[src/hdl/mchm_tag_ram.sv]
// Tag store of one cache level: one write port, one registered read port.
module mchm_tag_ram #(
	parameter int IW = 6,
	parameter int DW = 33
) (
	input  logic          clk,
	input  logic          wr_en,
	input  logic [IW-1:0] wr_addr,
	input  logic [DW-1:0] wr_data,
	input  logic          rd_en,
	input  logic [IW-1:0] rd_addr,
	output logic [DW-1:0] rd_data
);
	logic [DW-1:0] mem [(1 << IW)];

	always_ff @(posedge clk) begin
		if (wr_en) begin
			mem[wr_addr] <= wr_data;
		end
	end

	always_ff @(posedge clk) begin
		if (rd_en) begin
			rd_data <= mem[rd_addr];
		end
	end
endmodule

[config.mk]
export PLATFORM = sky130hd
export DESIGN_NAME = mchm_tag_ram
export DESIGN_NICKNAME = d
export VERILOG_FILES = /design/src/hdl/mchm_tag_ram.sv
export SDC_FILE = /design/constraint.sdc
export NUM_CORES = 2
export LEC_CHECK = 0
export BUFFER_PORTS_ARGS = -buffer_cell sky130_fd_sc_hd__buf_2
export CAP_MARGIN = 0
export CORE_ASPECT_RATIO = 0.5
export CORE_MARGIN = 2
export CORE_UTILIZATION = 35
export DETAILED_ROUTE_END_ITERATION = 16
export SYNTH_ARGS = -nofsm -noshare
export SYNTH_HDL_FRONTEND = slang
export SYNTH_SLANG_ARGS = --single-unit
[constraint.sdc]
create_clock -name clk -period 5.1 [get_ports clk]
set_clock_uncertainty 0.05 [all_clocks]
set_input_delay 0.51 -clock clk [delete_from_list [all_inputs] [get_ports clk]]
set_output_delay 0.51 -clock clk [all_outputs]
set_load 0.005 [all_outputs]
==> reports/metrics.yaml <==
timing:
  relSlewSlack_pct: 13.3
  hold_viol: 0
  post-route-period-util_pct: 59.3
  setup_viol: 0
  max_freq_mhz: 331
  tightest_slew_ps: 1300
  setup-tns-final_ps: 0
  slew_viol_final: 0
  layout_min_cycle_time_ps: 3020
  rsz0062_at_grt: "false"
yosys:
  syn_inst: 3598
  synthFlopType: "edfxtp_1"
  synth_common_cells: "edfxtp_1 (2,145), mux4_2 (485), nand2_1 (102), mux2i_1 (96), nand3_1 (86)"
  synth_cell_type_count: 45
  ys_seq_area_share_pct: 79.0
  synth_most_common_cell: "edfxtp_1"
  ys_warn_count: 0
  synth_top_area_share_pct: 79.0
  avgSynthCellArea_um2: 22.7
  synth_top_family_by_area: "multiplexers"
  synth_fp_nets: 3646
  synth_xor_area_share_pct: 0
  synth_edf_count: 2145
  synth_compound_gate_area_share_pct: 2.60
  netlist_area_um2: 81500
  yosys-top-cells-area: "edfxtp_1 (79%), mux4_2 (13%), mux2i_1 (1.2%), a22oi_1 (0.71%), nand3_1 (0.53%)"
  muxShareOfSynthArea_pct: 14.7
  synth-simple-area-share_pct: 2.26
  synth_top_area_cell: "edfxtp_1"
  synth_seq_cells: 2145
  synth_fa_ha_area_share_pct: 0
  ys_async_sr_fraction_pct: 0
placement:
  io_buffers: 80
  hpwl_mm: 120
  dp_cells: 6735
  placed_area_um2: 86500
  gp_routability_congestion: 0.801
global_route:
  antenna_found_initial: 5
  grt_start_max_net_pins: 99
  overflow: 0
  grt_util_all_layers_pct: 17.4
  grt_pass1_vias: 39800
  grt_pass1_wl_mm: 298
min_path:
  hold_depth: 2
  worstHoldStart: "rd_addr[5]"
  whs_endpoint: "rd_data[18]"
  hold_path_class: "in2reg"
die:
  ios: 81
  die-height_um: 345
  dieArea_um2: 237000
  core-area_um2: 232000
  die_w_um: 687
  start_util_pct: 35.1
  fp-row-count: 125
layout:
  layout-drive-gt1-share_pct: 26.9
  fin_util_pct: 40.0
  nNetsFinal: 3875
  finalInstanceArea_um2: 92900
  fin_cells: 7105
  nFillCells: 20100
  area_growth_pct: 13.9
setup_path:
  r2r_end: "rd_data[23]"
  ff2ff_path_depth: 5
  worstPathArrival_ps: 3550
  crit_required_ps: 5630
  ff2ff_setup_slack_ps: 2770
  crit_fanout: 98
  critPathKind: "in2reg"
  rr_startpoint: "mem[43][23]"
  crit_path_end_kind: "flop"
  start_kind: "input port"
detailed_routing:
  drtIter0Drc: 5333
  ant_nets: 0
  drc_errors: 0
  wire_per_inst_um: 29.4
  firstDrtPassIters: 5
  wirelength_mm: 209
  viasPerCell: 5.54
  num_vias: 39400
clock_network:
  clkTransAtPathRegs_ps: 60
  post_cts_buffers: 0
  clk_latency_ps: 840
  tritoncts: "done"
  clockBufferDepth: 3
  cts_buffers: 201
  cts_max_level: 4
  clock_sinks: 2145
  ctsRootBufferMaster: "clkbuf_16"
  cts_resized: 0
  holdBufCountCts: 0
power:
  ir_worst_vdd_v: 0.000301
  p_per_area_nw_per_um2: 386
  leakage_uw: 0.0284
job:
  maxCapViolations: 0
run_status:
  status: "complete, no violations"
## kinds of logic (layout without fill, tap and decap cells)
logic type / after synthesis / in the layout
buf+inv: 207 / 599
flops: 2145 / 2145
other cells: 0 / 4
compound gates: 281 / 281
mux: 587 / 587
simple gates: 378 / 378
## registers in the layout, summed over array words and instances, names as in the netlist
| register | flops |
|---|---|
| rd_data | 33 |
| mem | 2112 |
## worst max path at each step
stage / from / to / slack (ps) / cells after the start
2_1_floorplan: wr_addr[3] / mem[48][0] / 1310 / 4
3_3_place_gp: rd_addr[1] / rd_data[23] / 1300 / 7
3_5_place_dp: rd_addr[1] / rd_data[23] / 1310 / 7
4_1_cts: rd_addr[1] / rd_data[23] / 2190 / 7
5_1_grt: rd_addr[1] / rd_data[23] / 2140 / 7
6_report: rd_addr[1] / rd_data[23] / 2080 / 7
## placed cells by master (no fill, tap or decap), drive strengths merged, types with 8 or more instances in the layout
cell	Yosys	routed
nand2	102	102
nand4	41	41
a221oi	8	8
o211ai	8	8
o21ai	13	13
a22oi	77	77
nor2b	23	23
a211o	8	8
and3	19	19
mux2i	96	96
a21oi	17	17
clkbuf	82	254
buf	122	230
edfxtp	2145	2145
o221a	8	8
mux4	485	485
o22ai	59	59
o221ai	46	46
nor2	71	71
nand3	86	86
clkinv	1	91
a211oi	29	29
and2	12	12
bufinv	0	14
## layer usage
layer	part of all wire (%)	vias to the layer above	GRT usage (%)	routed length (um)
met3	7.9	305	2.64	16400
met5	0	-	0	0
met1	41	21400	24.1	84900
met2	49	1835	28.6	102000
li1	-	15900	-	-
met4	2.5	0	5.02	5320
## power by group
part           leakage (uW)  switching [uW]  total, uW  internal [uW]
Clock               0.00309            6340      14500           8190
Combinational       0.00597            1130       1720            599
Sequential           0.0193            67.8      19600          19600
Total                0.0284            7540      35900          28300
## metrics by stage
step,setup WS (ps),hold slack (ps),power (uW)
6_report,2080,204,35900
5_1_grt,2140,181,36900
4_1_cts,2190,152,36100
3_5_place_dp,1310,848,21800
3_3_place_gp,1300,849,21700
2_1_floorplan,1310,559,20900
## area by class of cell
cell class                      count  area (um^2)  area share, %
Timing Repair Buffer              230         1780           1.92
Clock inverter                    112          900          0.969
Tap cell                         3111         3890           4.19
Clock buffer                      254         5420           5.84
Sequential cell                  2145        64400           69.4
Inverter                            3         11.3         0.0121
Antenna cell                        4         10.0         0.0108
Multi-Input combinational cell   1246        16400           17.7
## critical path, stage by stage
cell,delay [ps]
buf_8,540
buf_12,510
mux4_2,420
nor2b_1,150
a211oi_1,360
o22ai_1,410
and3_1,270
Power figures use the tool's default switching activity.
